==> src/hw/rtl/pspm_pkg.sv <==
// ---------------------------------------------------------------------------
// pspm_pkg
// Shared widths, reset values and register indexes of the pause mapper.
// ---------------------------------------------------------------------------
package pspm_pkg;

    // converter sample and filter
    localparam int SAMPLE_BITS   = 10;
    localparam int ALPHA_SHIFT   = 3;
    localparam int SUM_BITS      = SAMPLE_BITS + ALPHA_SHIFT;

    // pause and deadband registers
    localparam int PAUSE_BITS    = 22;
    localparam int DEADBAND_BITS = 16;
    localparam int CFG_IDX_BITS  = 2;

    // level * span product and its division by the full-scale code
    localparam int PROD_BITS     = SAMPLE_BITS + PAUSE_BITS;
    localparam int DIV_TERMS     = (PROD_BITS - 1) / SAMPLE_BITS;
    localparam int REM_BITS      = SAMPLE_BITS + 2;
    localparam int CORR_BITS     = 2;

    // stream word widths, padded to whole bytes
    localparam int IN_DATA_BITS  = ((SAMPLE_BITS + 7) / 8) * 8;
    localparam int OUT_USED_BITS = PAUSE_BITS + 1 + SAMPLE_BITS;
    localparam int OUT_DATA_BITS = ((OUT_USED_BITS + 7) / 8) * 8;

    localparam logic [SAMPLE_BITS-1:0] FULL_SCALE = {SAMPLE_BITS{1'b1}};

    localparam logic [PAUSE_BITS-1:0]    RESET_MIN      = PAUSE_BITS'(90000);
    localparam logic [PAUSE_BITS-1:0]    RESET_MAX      = PAUSE_BITS'(400000);
    localparam logic [DEADBAND_BITS-1:0] RESET_DEADBAND = DEADBAND_BITS'(2000);
    localparam logic [PAUSE_BITS-1:0]    RESET_HELD     = PAUSE_BITS'(90000);

    typedef enum logic [CFG_IDX_BITS-1:0] {
        CFG_PAUSE_MIN = 2'd0,
        CFG_PAUSE_MAX = 2'd1,
        CFG_DEADBAND  = 2'd2
    } t_cfg_idx;

endpackage

==> src/hw/rtl/pot_smoothing_pause_mapper_unit.sv <==
// ---------------------------------------------------------------------------
// pot_smoothing_pause_mapper_unit
// Potentiometer smoothing filter, inverse linear pause map and hysteresis.
// ---------------------------------------------------------------------------
// Usage:
//   Slave stream: one word per converter sample, sample in tdata[9:0].
//   Master stream: one word per sample with the held pause, an update flag
//   and the filtered level.
//   Config port: i_cfg_wen with i_cfg_idx selects pause_min (0), pause_max
//   (1) or deadband (2); other indexes are ignored. Write only while idle.
// Timing:
//   Five register stages: filter, multiply, divide estimate, map, deadband.
//   A word accepted on the slave side passes the filter, multiply, divide
//   estimate and map registers into the deadband output register; throughput
//   is one word per cycle while the receiver is ready. Stage two holds the
//   10x22 multiplier, the other stages hold short adds and compares.
// Reset:
//   Synchronous, active low. Clears the pipeline, restores the register
//   defaults, unseeds the filter and sets the held pause to 90000 us.
// Stall:
//   A stalled receiver freezes only the stages that are full; bubbles still
//   fill, so input is refused only when all five stages hold words.
// ---------------------------------------------------------------------------
module pot_smoothing_pause_mapper_unit (
    input  logic                                   i_clk,
    input  logic                                   i_rst_n,
    // slave stream; tdata: raw_sample[9:0], zero pad [15:10]
    input  logic                                   i_s_axis_tvalid,
    output logic                                   o_s_axis_tready,
    input  logic [pspm_pkg::IN_DATA_BITS-1:0]      i_s_axis_tdata,
    // master stream; tdata: pause_after_us[21:0], pause_updated[22],
    // filtered_level[32:23], zero pad [39:33]
    output logic                                   o_m_axis_tvalid,
    input  logic                                   i_m_axis_tready,
    output logic [pspm_pkg::OUT_DATA_BITS-1:0]     o_m_axis_tdata,
    // configuration write port
    input  logic                                   i_cfg_wen,
    input  logic [pspm_pkg::CFG_IDX_BITS-1:0]      i_cfg_idx,
    input  logic [pspm_pkg::PAUSE_BITS-1:0]        i_cfg_wdata
);

    localparam int SB = pspm_pkg::SAMPLE_BITS;
    localparam int PB = pspm_pkg::PAUSE_BITS;
    localparam int DB = pspm_pkg::DEADBAND_BITS;
    localparam int XB = pspm_pkg::PROD_BITS;
    localparam int RB = pspm_pkg::REM_BITS;

    // configuration registers
    logic [PB-1:0] r_pause_min;
    logic [PB-1:0] r_pause_max;
    logic [DB-1:0] r_deadband;

    always_ff @(posedge i_clk) begin
        if (!i_rst_n) begin
            r_pause_min <= pspm_pkg::RESET_MIN;
            r_pause_max <= pspm_pkg::RESET_MAX;
            r_deadband  <= pspm_pkg::RESET_DEADBAND;
        end else if (i_cfg_wen) begin
            unique case (i_cfg_idx)
                pspm_pkg::CFG_PAUSE_MIN: r_pause_min <= i_cfg_wdata;
                pspm_pkg::CFG_PAUSE_MAX: r_pause_max <= i_cfg_wdata;
                pspm_pkg::CFG_DEADBAND:  r_deadband  <= i_cfg_wdata[DB-1:0];
                default: ;
            endcase
        end
    end

    // pipeline occupancy and per-stage advance
    logic r_v1, r_v2, r_v3, r_v4, r_out_valid;
    logic adv1, adv2, adv3, adv4, adv5;
    logic in_accept;

    assign adv5 = !r_out_valid || i_m_axis_tready;
    assign adv4 = !r_v4 || adv5;
    assign adv3 = !r_v3 || adv4;
    assign adv2 = !r_v2 || adv3;
    assign adv1 = !r_v1 || adv2;

    assign o_s_axis_tready = adv1;
    assign in_accept       = i_s_axis_tvalid && adv1;

    always_ff @(posedge i_clk) begin
        if (!i_rst_n) begin
            r_v1        <= 1'b0;
            r_v2        <= 1'b0;
            r_v3        <= 1'b0;
            r_v4        <= 1'b0;
            r_out_valid <= 1'b0;
        end else begin
            if (adv1) r_v1        <= i_s_axis_tvalid;
            if (adv2) r_v2        <= r_v1;
            if (adv3) r_v3        <= r_v2;
            if (adv4) r_v4        <= r_v3;
            if (adv5) r_out_valid <= r_v4;
        end
    end

    // stage 1: exponential moving average; r_level is the filter state itself
    logic [SB-1:0]                  r_level;
    logic                           r_seeded;
    logic [SB-1:0]                  sample;
    logic [pspm_pkg::SUM_BITS-1:0]  avg_sum;
    logic [SB-1:0]                  n_level;

    assign sample = i_s_axis_tdata[SB-1:0];

    always_comb begin
        // level * (2^A - 1) + sample, kept exact
        avg_sum = {r_level, {pspm_pkg::ALPHA_SHIFT{1'b0}}}
                - pspm_pkg::SUM_BITS'(r_level)
                + pspm_pkg::SUM_BITS'(sample);
        if (r_seeded) begin
            n_level = avg_sum[pspm_pkg::SUM_BITS-1:pspm_pkg::ALPHA_SHIFT];
        end else begin
            n_level = sample;
        end
    end

    always_ff @(posedge i_clk) begin
        if (!i_rst_n) begin
            r_level  <= '0;
            r_seeded <= 1'b0;
        end else if (in_accept) begin
            r_level  <= n_level;
            r_seeded <= 1'b1;
        end
    end

    // stage 2: level * span; span is zero when min exceeds max
    logic [PB-1:0] span;
    logic [XB-1:0] r_prod;
    logic [SB-1:0] r_level2;

    assign span = (r_pause_max >= r_pause_min) ? (r_pause_max - r_pause_min) : '0;

    always_ff @(posedge i_clk) begin
        if (adv2 && r_v1) begin
            r_prod   <= XB'(r_level) * XB'(span);
            r_level2 <= r_level;
        end
    end

    // stage 3: quotient estimate for division by 2^SB - 1 and its remainder.
    // The estimate sums x >> SB*k and falls short by at most DIV_TERMS.
    logic [XB-1:0] est_sum;
    logic [XB-1:0] rem_full;
    logic [PB-1:0] r_est;
    logic [RB-1:0] r_rem;
    logic [SB-1:0] r_level3;

    always_comb begin
        est_sum = '0;
        for (int k = 1; k <= pspm_pkg::DIV_TERMS; k++) begin
            est_sum = est_sum + (r_prod >> (SB * k));
        end
        // x - est * (2^SB - 1), small and non-negative
        rem_full = r_prod - (est_sum << SB) + est_sum;
    end

    always_ff @(posedge i_clk) begin
        if (adv3 && r_v2) begin
            r_est    <= est_sum[PB-1:0];
            r_rem    <= rem_full[RB-1:0];
            r_level3 <= r_level2;
        end
    end

    // stage 4: correct the quotient and map inversely. The mapped value
    // already lies in [min, max] (or equals max when min exceeds max), so
    // the clamp folds away.
    logic [pspm_pkg::CORR_BITS-1:0] corr;
    logic [PB-1:0]                  quot;
    logic [PB-1:0]                  r_mapped;
    logic [SB-1:0]                  r_level4;

    always_comb begin
        corr = '0;
        for (int i = 1; i <= pspm_pkg::DIV_TERMS; i++) begin
            if (r_rem >= RB'(i) * RB'(pspm_pkg::FULL_SCALE)) begin
                corr = corr + pspm_pkg::CORR_BITS'(1);
            end
        end
        quot = r_est + PB'(corr);
    end

    always_ff @(posedge i_clk) begin
        if (adv4 && r_v3) begin
            r_mapped <= r_pause_max - quot;
            r_level4 <= r_level3;
        end
    end

    // stage 5: deadband hysteresis on the held pause, output register
    logic [PB-1:0] r_held;
    logic          r_out_upd;
    logic [SB-1:0] r_out_level;
    logic [PB:0]   held_hi;
    logic [PB:0]   mapped_hi;
    logic          move;

    always_comb begin
        held_hi   = {1'b0, r_held} + (PB+1)'(r_deadband);
        mapped_hi = {1'b0, r_mapped} + (PB+1)'(r_deadband);
        move      = ({1'b0, r_mapped} > held_hi) || (mapped_hi < {1'b0, r_held});
    end

    always_ff @(posedge i_clk) begin
        if (!i_rst_n) begin
            r_held <= pspm_pkg::RESET_HELD;
        end else if (adv5 && r_v4 && move) begin
            r_held <= r_mapped;
        end
    end

    always_ff @(posedge i_clk) begin
        if (adv5 && r_v4) begin
            r_out_upd   <= move;
            r_out_level <= r_level4;
        end
    end

    assign o_m_axis_tvalid = r_out_valid;
    assign o_m_axis_tdata  = pspm_pkg::OUT_DATA_BITS'({r_out_level, r_out_upd, r_held});

endmodule

==> config.mk <==
export PLATFORM = sky130hd
export DESIGN_NAME = pot_smoothing_pause_mapper_unit
export DESIGN_NICKNAME = d
export VERILOG_FILES = /design/src/hw/rtl/pspm_pkg.sv /design/src/hw/rtl/pot_smoothing_pause_mapper_unit.sv
export SDC_FILE = /design/constraint.sdc
export NUM_CORES = 1
export LEC_CHECK = 0
export BUFFER_PORTS_ARGS = -buffer_cell sky130_fd_sc_hd__buf_2
export CELL_PAD_IN_SITES_DETAIL_PLACEMENT = 0
export CELL_PAD_IN_SITES_GLOBAL_PLACEMENT = 2
export CORE_MARGIN = 2
export CORE_UTILIZATION = 41
export CTS_CLUSTER_DIAMETER = 50
export CTS_CLUSTER_SIZE = 20
export DETAILED_ROUTE_END_ITERATION = 6
export PLACE_DENSITY_LB_ADDON = 0.2
export SLEW_MARGIN = 20
export SYNTH_ARGS = -nofsm -noshare
export SYNTH_HDL_FRONTEND = slang
export SYNTH_SLANG_ARGS = --single-unit
export TNS_END_PERCENT = 1
==> constraint.sdc <==
create_clock -name i_clk -period 11 [get_ports i_clk]
set_input_delay 0.55 -clock i_clk [delete_from_list [all_inputs] [get_ports i_clk]]
set_output_delay 0.55 -clock i_clk [all_outputs]
set_load 0.01 [all_outputs]
### After elaboration in Yosys (flattened, before gate mapping)

Index checks and enable logic that the tools add are counted.
Widths: inputs -> output; s select.

* add/subtract/negate cells: 13
* equal/unequal tests: 2
* multipliers: 1
* magnitude comparators: 6
* reductions and logical operators: 21
* mux-type cells: 5

Operators by type and width (number)
* $add 22x16->23: 2
* $add 22x2->22: 2
* $sub 22x22->22: 2
* $mul 10x22->32: 1
* $gt 22x23->1: 1
* $lt 23x22->1: 1
* $add 22x12->22: 1
* $ge 22x22->1: 1
* $mux 22: 1
* $add 13x10->13: 1
* $sub 13x10->13: 1
* $add 12x12->12: 1
* $ge 12x10->1 const B: 1
* $ge 12x11->1 const B: 1
* $ge 12x12->1 const B: 1
* $sub 12x12->12: 1
* $mux 10: 1
* $logic_and 1x1->1: 6
* $logic_or 1x1->1: 6
* $reduce_and 2->1: 3
* $logic_not 1->1: 5
* $add 2x1->2 const B: 2
* $mux 2: 2
* $eq 2x1->1 const B: 1
* 3 further kinds: 3

* input bits: 45
* output and inout bits: 42
* word-level logic and storage cells: 68
* flip-flop bits (word level): 227

### Logic depth before layout (Yosys ltp)

Gate-level depths: netlist (run 1).

* depth in word-level cells: 8
* depth in mapped cells: 36

### Worst setup path after synthesis (run 1)

No wires, ideal clock.

* path type: reg-to-reg
* from: reg r_pause_max[0]
* to: reg r_prod[31] (data pin)
* buffers on the path: 2
* slack: 3154 ps
* data arrival time: 7586 ps
* library setup time: 260 ps
* cell stages (with the launch flop): 33
* period minus slack after synthesis: 7846 ps
* cell sequence: dfxtp_1 > inv_1 > ha_1 > inv_1 > fa_1 > a21o_1 > a21oi_1 > o21ai_1 > a21oi_1 > o21ai_1 > o2bb2ai_1 > a21oi_1 > buf_2 > buf_1 > nor3_1 > fa_1 > inv_1 > fa_1 > inv_1 > fa_1 > fa_1 > inv_1 > fa_1 > inv_1 > ha_1 > a21oi_1 > or4b_1 > a22o_1 > o21bai_1 > a21oi_1 > a2111o_1 > a21oi_1 > xnor2_1

* word-level cells in the longest chain between the ends: 3

Ends and longest elaborated chain
* start: declaration: line pot_smoothing_pause_mapper_unit.sv:50 `logic [PB-1:0] r_pause_max;`
* start signal: assignment: line pot_smoothing_pause_mapper_unit.sv:56 `r_pause_max <= pspm_pkg::RESET_MAX;`
* start signal: assignment: line pot_smoothing_pause_mapper_unit.sv:61 `pspm_pkg::CFG_PAUSE_MAX: r_pause_max <= i_cfg_wdata;`
* $sub 22x22->22 or $ge 22x22->1 (tied branches): line pot_smoothing_pause_mapper_unit.sv:134 `assign span = (r_pause_max >= r_pause_min) ? (r_pause_max - r_pause_min) : '0;`
* $mux 22 (*): line pot_smoothing_pause_mapper_unit.sv:134
* $mul 10x22->32 (*): line pot_smoothing_pause_mapper_unit.sv:138 `r_prod <= XB'(r_level) * XB'(span);`
* end signal: assignment: line pot_smoothing_pause_mapper_unit.sv:138
* end: declaration: line pot_smoothing_pause_mapper_unit.sv:131 `logic [XB-1:0] r_prod;`

Mark *: on every way between the ends. The rest lies on a longest branch, timed or not.
A chain may end at the register's enable or synchronous reset.

### Final worst setup path (run 1)

Same ends and word-level chain as after synthesis.

==> impl_summary.log, run 1 <==
INFO  metric outcome = completed
INFO  metric post_cts_setup_buffer_count = 0
INFO  metric min_period_over_period = 82.51%
INFO  metric grt_antenna_before_repair = 1
INFO  metric gp_congestion = 0.8271
INFO  metric dpl.hpwl = 46430 µm
INFO  metric first_pass_grt_wire_length = roughly 90000 µm
INFO  metric post_synthesis_async_set_or_reset_flop_share = 0%
INFO  metric drt_drc_violations_left = 0
INFO  metric synthesis.area = 22110 µm²
INFO  metric timing.critical_path.from_type = flip-flop
INFO  metric placement.io_buffers = between 70 and 80
INFO  metric drt-vias-per-instance = 5.182
INFO  metric detail_route.wl_per_cell = 17.95 µm
INFO  metric worst-setup-path-type = flip-flop to flip-flop
INFO  metric timing.final.max_slew_violations = 0
INFO  metric drt_pass1_iterations = 5
INFO  metric worst_flop_to_flop_path_startpoint = r_pause_max[0]$_SDFFE_PN0P_
INFO  metric postSynth.topFlopCell = sky130_fd_sc_hd__edfxtp_1
INFO  metric min_path_cells = 3
INFO  metric die_ar = about 56000 µm²
INFO  metric crit_path_max_fanout = 33
INFO  metric pin_count = 87
INFO  metric r2r_end = r_prod[31]$_DFFE_PP_
INFO  metric later_pin_clock_latency_in_the_skew_report = 0.57 ns
INFO  metric timing.reg2reg.worst_path_depth = 31
INFO  metric type_of_element_capturing_the_critical_path = flip-flop
INFO  metric layout-drive-gt1-share = 7.878%
INFO  metric hold_crit_start = i_cfg_wdata[16]
INFO  metric synthesis.yosys.warnings = 0
INFO  metric endpoint_arrival_time_on_the_critical_path = 9.39 ns
INFO  metric worst_slew_margin_rel = 26.32%
INFO  metric num_antenna_cells = 0
INFO  metric synthCells = around 2400
INFO  metric slowest_stage_delay_on_critical_path = 0.65 ns
INFO  metric design.core.area = 53600 µm²
INFO  metric post_synth_main_area_contributors = sky130_fd_sc_hd__edfxtp_1, sky130_fd_sc_hd__fa_1, sky130_fd_sc_hd__ha_1, sky130_fd_sc_hd__dfxtp_1, sky130_fd_sc_hd__inv_1
INFO  metric synth_seq_area_share = 26.40%
INFO  metric crit_path_top_delay_cell = sky130_fd_sc_hd__a21oi_4
INFO  metric power_leakage = 11.41 nW
INFO  metric worstMarginPinSlew = 1.097 ns
INFO  metric hold_slack = between 0.2 and 0.25 ns
INFO  metric area.growth.synth_to_final = 9.581%
INFO  metric hold_viol = 0
INFO  metric crit_top_cell = sky130_fd_sc_hd__fa_1
INFO  metric r2r_slack = just under 2 ns
INFO  metric worst-endpoint-required = between 10 and 15 ns
INFO  metric max_cap_violations = 0
INFO  metric grtUsageTotal = a little over a fifth
INFO  metric clock_skew = 0.01916 ns
INFO  metric dieHeight = 236.2 µm
INFO  metric cts_tree = done
INFO  metric first_global_vias = 16836
INFO  metric cts_hold_buffers = 0
INFO  metric yosys_register_bits = ~230
INFO  metric number_of_enable_flip_flop_cells_after_synthesis = 129
INFO  metric detail_route.iter0.violations = between 800 and 900
INFO  metric fin_tns_setup = 0 ns
INFO  metric yosys.cell_count.top_type = sky130_fd_sc_hd__inv_1
INFO  metric timing.hold.worst_endpoint = r_pause_min[16]$_SDFFE_PN1P_
INFO  metric gate_family_responsible_for_the_most_delay_along_the_worst_path = adder cells
INFO  metric hold_path_class = primary input to flip-flop
INFO  metric ant_nets = 0
INFO  metric final_nets = slightly below 3000
INFO  metric finalCriticalPeriod = just over 9 ns
INFO  metric post_synth_num_cell_types = 91
INFO  metric grt_start_max_net_pins = 75
INFO  metric fin_util = approximately 45%
INFO  metric die_width = 236.2 µm
INFO  metric fmax = 110.2 MHz
INFO  metric rsz0062_at_grt = false
INFO  metric synth_top_area_share = between 10% and 20%
INFO  metric cts_htree_levels = 1
INFO  metric row_count = 85
INFO  metric cell_accounting_for_the_most_synthesized_area = sky130_fd_sc_hd__edfxtp_1
INFO  metric clk_pin_slew = ~0.07 ns
INFO  metric vdd.ir_drop.worst = 212.7 µV
INFO  metric syn_area_per_cell = 9.170 µm²
INFO  metric cts_made_buffers = 29
INFO  metric cts_resized = 0
INFO  metric root_buffer = sky130_fd_sc_hd__clkbuf_16
INFO  metric yosys-top-cells-count = sky130_fd_sc_hd__inv_1, sky130_fd_sc_hd__nand2_1, sky130_fd_sc_hd__ha_1
INFO  metric postRouteWirelength = between 50000 and 60000 µm
INFO  metric cellPowerDensity = 237.9 nW/µm²
INFO  metric start_util = 41.25%
INFO  metric clk_path_buf_depth = 3
INFO  metric count_of_endpoints_failing_setup_in_the_final_report = 0
INFO  metric grt_overflow_total = 0
INFO  metric cts_num_sinks = ~230
INFO  metric worstPathBufferInverterCount = 6
INFO  metric vias = approximately 17000
## layer usage
metal	vias up	part of all wire, %	GRT usage, %	routed length, µm
met1	7916	45	27.21	25560
met2	304	48	36.73	27650
met3	83	3.8	2.270	2153
li1	8196	-	-	-
met4	2	3.1	6.406	1761
met5	-	0.023	0	13
## placed cells by master (no fill, tap or decap), types with 96 or more instances in the layout
cell type / netlist / layout
sky130_fd_sc_hd__xnor2_1: 96 / 96
sky130_fd_sc_hd__a21oi_1: 120 / 119
sky130_fd_sc_hd__nor2_1: 113 / 113
sky130_fd_sc_hd__inv_1: 363 / 363
sky130_fd_sc_hd__ha_1: 262 / 262
sky130_fd_sc_hd__dfxtp_1: 98 / 98
sky130_fd_sc_hd__edfxtp_1: 129 / 129
sky130_fd_sc_hd__nor3_1: 101 / 101
sky130_fd_sc_hd__nand2_1: 292 / 292
sky130_fd_sc_hd__fa_1: 174 / 174
## worst register-to-register path: cells and delay by family, from the launching register on
family	cells	cell delay, ns
xor gates and xnor gates	1	0.09
buffers and inverters	6	0.94
and+or+nand+nor	3	0.69
adders and majority gates	8	3.63
AOI/OAI and AO/OA	13	3.18
DFF	1	0.31
## final cells by class
class,instances,area (µm²)
clock buffers,29,725.7
repair buffers,94,545.5
multi-input cells,1748,14580
flip-flops and latches,227,5836
clock inverters,25,297.8
inverters,365,1370
well taps,696,870.8
fillers,5254,29370
## worst max-delay path by stage
| stage | cells after the start | start | slack [ns] | end |
|---|---|---|---|---|
| floorplan | 32 | r_pause_max[0]$_SDFFE_PN0P_ | 3.15 | r_prod[31]$_DFFE_PP_ |
| global placement | 31 | r_pause_max[0]$_SDFFE_PN0P_ | 2.05 | r_prod[31]$_DFFE_PP_ |
| detailed placement | 30 | r_pause_max[0]$_SDFFE_PN0P_ | 1.98 | r_prod[31]$_DFFE_PP_ |
| CTS | 31 | r_pause_max[0]$_SDFFE_PN0P_ | 1.94 | r_prod[31]$_DFFE_PP_ |
| global route | 32 | r_pause_max[0]$_SDFFE_PN0P_ | 1.32 | r_prod[31]$_DFFE_PP_ |
| finish | 31 | r_pause_max[0]$_SDFFE_PN0P_ | 1.92 | r_prod[31]$_DFFE_PP_ |
## sequential cells by signal (all words and copies together), names as in the netlist, 12 cells and up
signal and count:
r_pause_max 22, r_pause_min 22, r_held 22, r_deadband 16, r_rem 12, r_est 22, r_mapped 22, r_prod 32
## through the flow
stage	instances	power (mW)	setup slack, ns	instance area (µm²)
floorplan	2417	3.901	3.154	22130
global placement	3129	4.811	2.048	23180
detailed placement	3129	4.838	1.981	23180
CTS	3183	5.852	1.938	24200
global route	3184	6.361	1.321	24230
finish	3184	5.763	1.924	24230
## power breakdown
part / internal (mW) / total (mW) / leakage (nW) / switching (mW)
Sequential: 1.19 / 1.29 / 1.99 / 0.0970
Clock: 0.521 / 0.973 / 0.486 / 0.451
Combinational: 1.43 / 3.50 / 8.93 / 2.07
## logic make-up after synthesis
logic type      Yosys count  share of synthesized area, %
simple gates            712                         15.18
buf+inv                 442                         7.991
fa+ha+maj               436                         30.58
compound gates          426                         13.04
flops                   227                         26.40
xor+xnor                137                         5.427
mux                      30                         1.364
other cells               1                       0.01696
(Power assumes the default switching activity.)
==> run 2: changes to the inputs <==
- clock period: 11 -> 8.5 ns (I/O delays scaled with it)
==> impl_summary.log, run 2 (synthesis results as in run 1) <==
INFO  metric timing.hold.worst_endpoint = r_pause_min[16]$_SDFFE_PN1P_
INFO  metric mostFrequentLayoutCells = sky130_fd_sc_hd__inv_1, sky130_fd_sc_hd__nand2_1, sky130_fd_sc_hd__ha_1
INFO  metric hold_viol = 0
INFO  metric max_cap_violations = 0
INFO  metric fmax = 124.0 MHz
INFO  metric grt_antenna_before_repair = 0
INFO  metric first_pass_grt_wire_length = 93450 µm
INFO  metric cts_made_buffers = 31
INFO  metric largest_reg_flops = 32
INFO  metric row_count = 85
INFO  metric finalCriticalPeriod = about 8 ns
INFO  metric hold_path_class = primary input to flip-flop
INFO  metric area.growth.synth_to_final = 11.58%
INFO  metric vias = 16748
INFO  metric cts_tree = done
INFO  metric type_of_element_capturing_the_critical_path = flip-flop
INFO  metric grt_overflow_total = 0
INFO  metric largest_register = r_prod
INFO  metric post-route-cell-area = 24670 µm²
INFO  metric dpl_worst_slack = 0.1807 ns
INFO  metric crit_path_top_delay_cell = sky130_fd_sc_hd__fa_1
INFO  metric cts_htree_levels = 1
INFO  metric r2r_slack = 0.43 ns
INFO  metric placement.io_buffers = 73
INFO  metric cts_num_sinks = 227
INFO  metric dieHeight = 236.2 µm
INFO  metric design.core.area = 53600 µm²
INFO  metric final.fill_count = 5254
INFO  metric fin_util = between 40 and 50%
INFO  metric final_nets = 2982
INFO  metric timing.reg2reg.worst_path_depth = 32
INFO  metric dpl-instance-area = about 23000 µm²
INFO  metric grt_start_max_net_pins = 71
INFO  metric gp_congestion = 0.8499
INFO  metric clock_skew = ~0.017 ns
INFO  metric detail_route.wl_per_cell = 18.01 µm
INFO  metric cts_hold_buffers = 0
INFO  metric hold_crit_start = i_cfg_wdata[16]
INFO  metric fin_tns_setup = 0 ns
INFO  metric timing.final.max_slew_violations = 0
INFO  metric rsz0062_at_grt = false
INFO  metric worst-setup-path-type = flip-flop to flip-flop
INFO  metric min_period_over_period = 94.91%
INFO  metric grtUsageTotal = 21.21%
INFO  metric worst_flop_to_flop_path_startpoint = r_pause_max[0]$_SDFFE_PN0P_
INFO  metric timing.critical_path.from_type = flip-flop
INFO  metric die_width = between 200 and 250 µm
INFO  metric pin_count = 87
INFO  metric post-route-worst-setup-slack = between 0.4 and 0.5 ns
INFO  metric worst_slew_margin_rel = 26.50%
INFO  metric die_ar = around 56000 µm²
INFO  metric postRouteWirelength = 58010 µm
INFO  metric worstMarginPinSlew = 1.100 ns
INFO  metric drt-vias-per-instance = 5.200
INFO  metric ant_nets = 0
INFO  metric outcome = completed
INFO  metric power_leakage = 11.64 nW
INFO  metric root_buffer = sky130_fd_sc_hd__clkbuf_16
INFO  metric final_common_cell = sky130_fd_sc_hd__inv_1
INFO  metric crit_path_max_fanout = 21
INFO  metric min_path_cells = 3
INFO  metric detail_route.iter0.violations = 764
INFO  metric start_util = 41.25%
INFO  metric r2r_end = r_prod[31]$_DFFE_PP_
INFO  metric dpl.hpwl = 47160 µm
INFO  metric cellPowerDensity = 311.7 nW/µm²
INFO  metric layout-drive-gt1-share = 9.505%
INFO  metric num_antenna_cells = 0
INFO  metric clk_path_buf_depth = 3
INFO  metric clk_pin_slew = 0.07 ns
INFO  metric later_pin_clock_latency_in_the_skew_report = 0.57 ns
INFO  metric worst-endpoint-required = 8.82 ns
INFO  metric count_of_endpoints_failing_setup_in_the_final_report = 0
INFO  metric vdd.ir_drop.worst = 334.0 µV
INFO  metric first_global_vias = 17393
INFO  metric slowest_stage_delay_on_critical_path = 0.56 ns
INFO  metric drt_drc_violations_left = 0
INFO  metric drt_pass1_iterations = 7
INFO  metric endpoint_arrival_time_on_the_critical_path = 8.38 ns
[run 2: changes by cell type in the layout (fill, tap and decap cells not counted), sizes merged]
cell	before	now
buf	94	126
clkbuf	29	34
clkinv	12	13
clkinvlp	3	2
[run 2: per-stage QoR]
step / hold slack, ns / cells / power (mW)
2_1_floorplan: 0.4003 / 2417 / 5.048
3_3_place_gp: 0.4019 / 3159 / 6.330
3_5_place_dp: 0.4098 / 3159 / 6.359
4_1_cts: 0.08097 / 3216 / 7.779
5_1_grt: 0.1191 / 3221 / 8.496
6_report: 0.1164 / 3221 / 7.691
[run 2: worst max-delay path by stage]
| stage | start | end | depth (start not counted) |
|---|---|---|---|
| 2_1_floorplan | r_pause_max[0]$_SDFFE_PN0P_ | r_prod[31]$_DFFE_PP_ | 32 |
| 3_3_place_gp | r_pause_max[0]$_SDFFE_PN0P_ | r_prod[31]$_DFFE_PP_ | 32 |
| 5_1_grt | r_pause_max[0]$_SDFFE_PN0P_ | r_prod[31]$_DFFE_PP_ | 32 |
| 6_report | r_pause_max[0]$_SDFFE_PN0P_ | r_prod[31]$_DFFE_PP_ | 32 |
| 3_5_place_dp | r_pause_max[0]$_SDFFE_PN0P_ | r_prod[31]$_DFFE_PP_ | 32 |
| 4_1_cts | r_pause_max[0]$_SDFFE_PN0P_ | r_prod[31]$_DFFE_PP_ | 32 |
[run 2: area by class of cell]
type | instances | area, µm² | area share [%]
Inverter | 365 | 1370 | 5.554
Timing Repair Buffer | 128 | 853.3 | 3.459
Clock inverter | 25 | 346.6 | 1.405
Sequential cell | 227 | 5836 | 23.65
Clock buffer | 32 | 779.5 | 3.160
Tap cell | 696 | 870.8 | 3.530
Multi-Input combinational cell | 1748 | 14610 | 59.24
[run 2: repair_timing]
item                       4_1_cts  5_1_grt
buffers inserted                 0        3
gates resized for setup          0        8
setup endpoints to repair        0        7
[run 2: metal layers]
layer / share of wire, % / GRT usage, % / vias up / wire (µm)
met5: 0 / 0 / - / 0
met2: 49 / 37.71 / 301 / 28400
li1: - / - / 8281 / -
met3: 3.7 / 2.013 / 71 / 2168
met1: 45 / 27.43 / 8095 / 25860
met4: 2.7 / 5.926 / 0 / 1573
[run 2: worst max-delay path, delay by kind of cell, from the launching register on]
kind | cells | cell delay, ns
simple gates | 2 | 0.58
flops | 1 | 0.31
buf+inv | 8 | 0.73
xor+xnor | 1 | 0.09
fa+ha+maj | 8 | 3.58
compound gates | 13 | 2.48
[run 2: power breakdown]
| part | switching (mW) | total [mW] | internal (mW) |
|---|---|---|---|
| registers | 0.114 | 1.66 | 1.54 |
| clock network | 0.629 | 1.36 | 0.735 |
| logic | 2.73 | 4.67 | 1.94 |
| total | 3.48 | 7.69 | 4.21 |
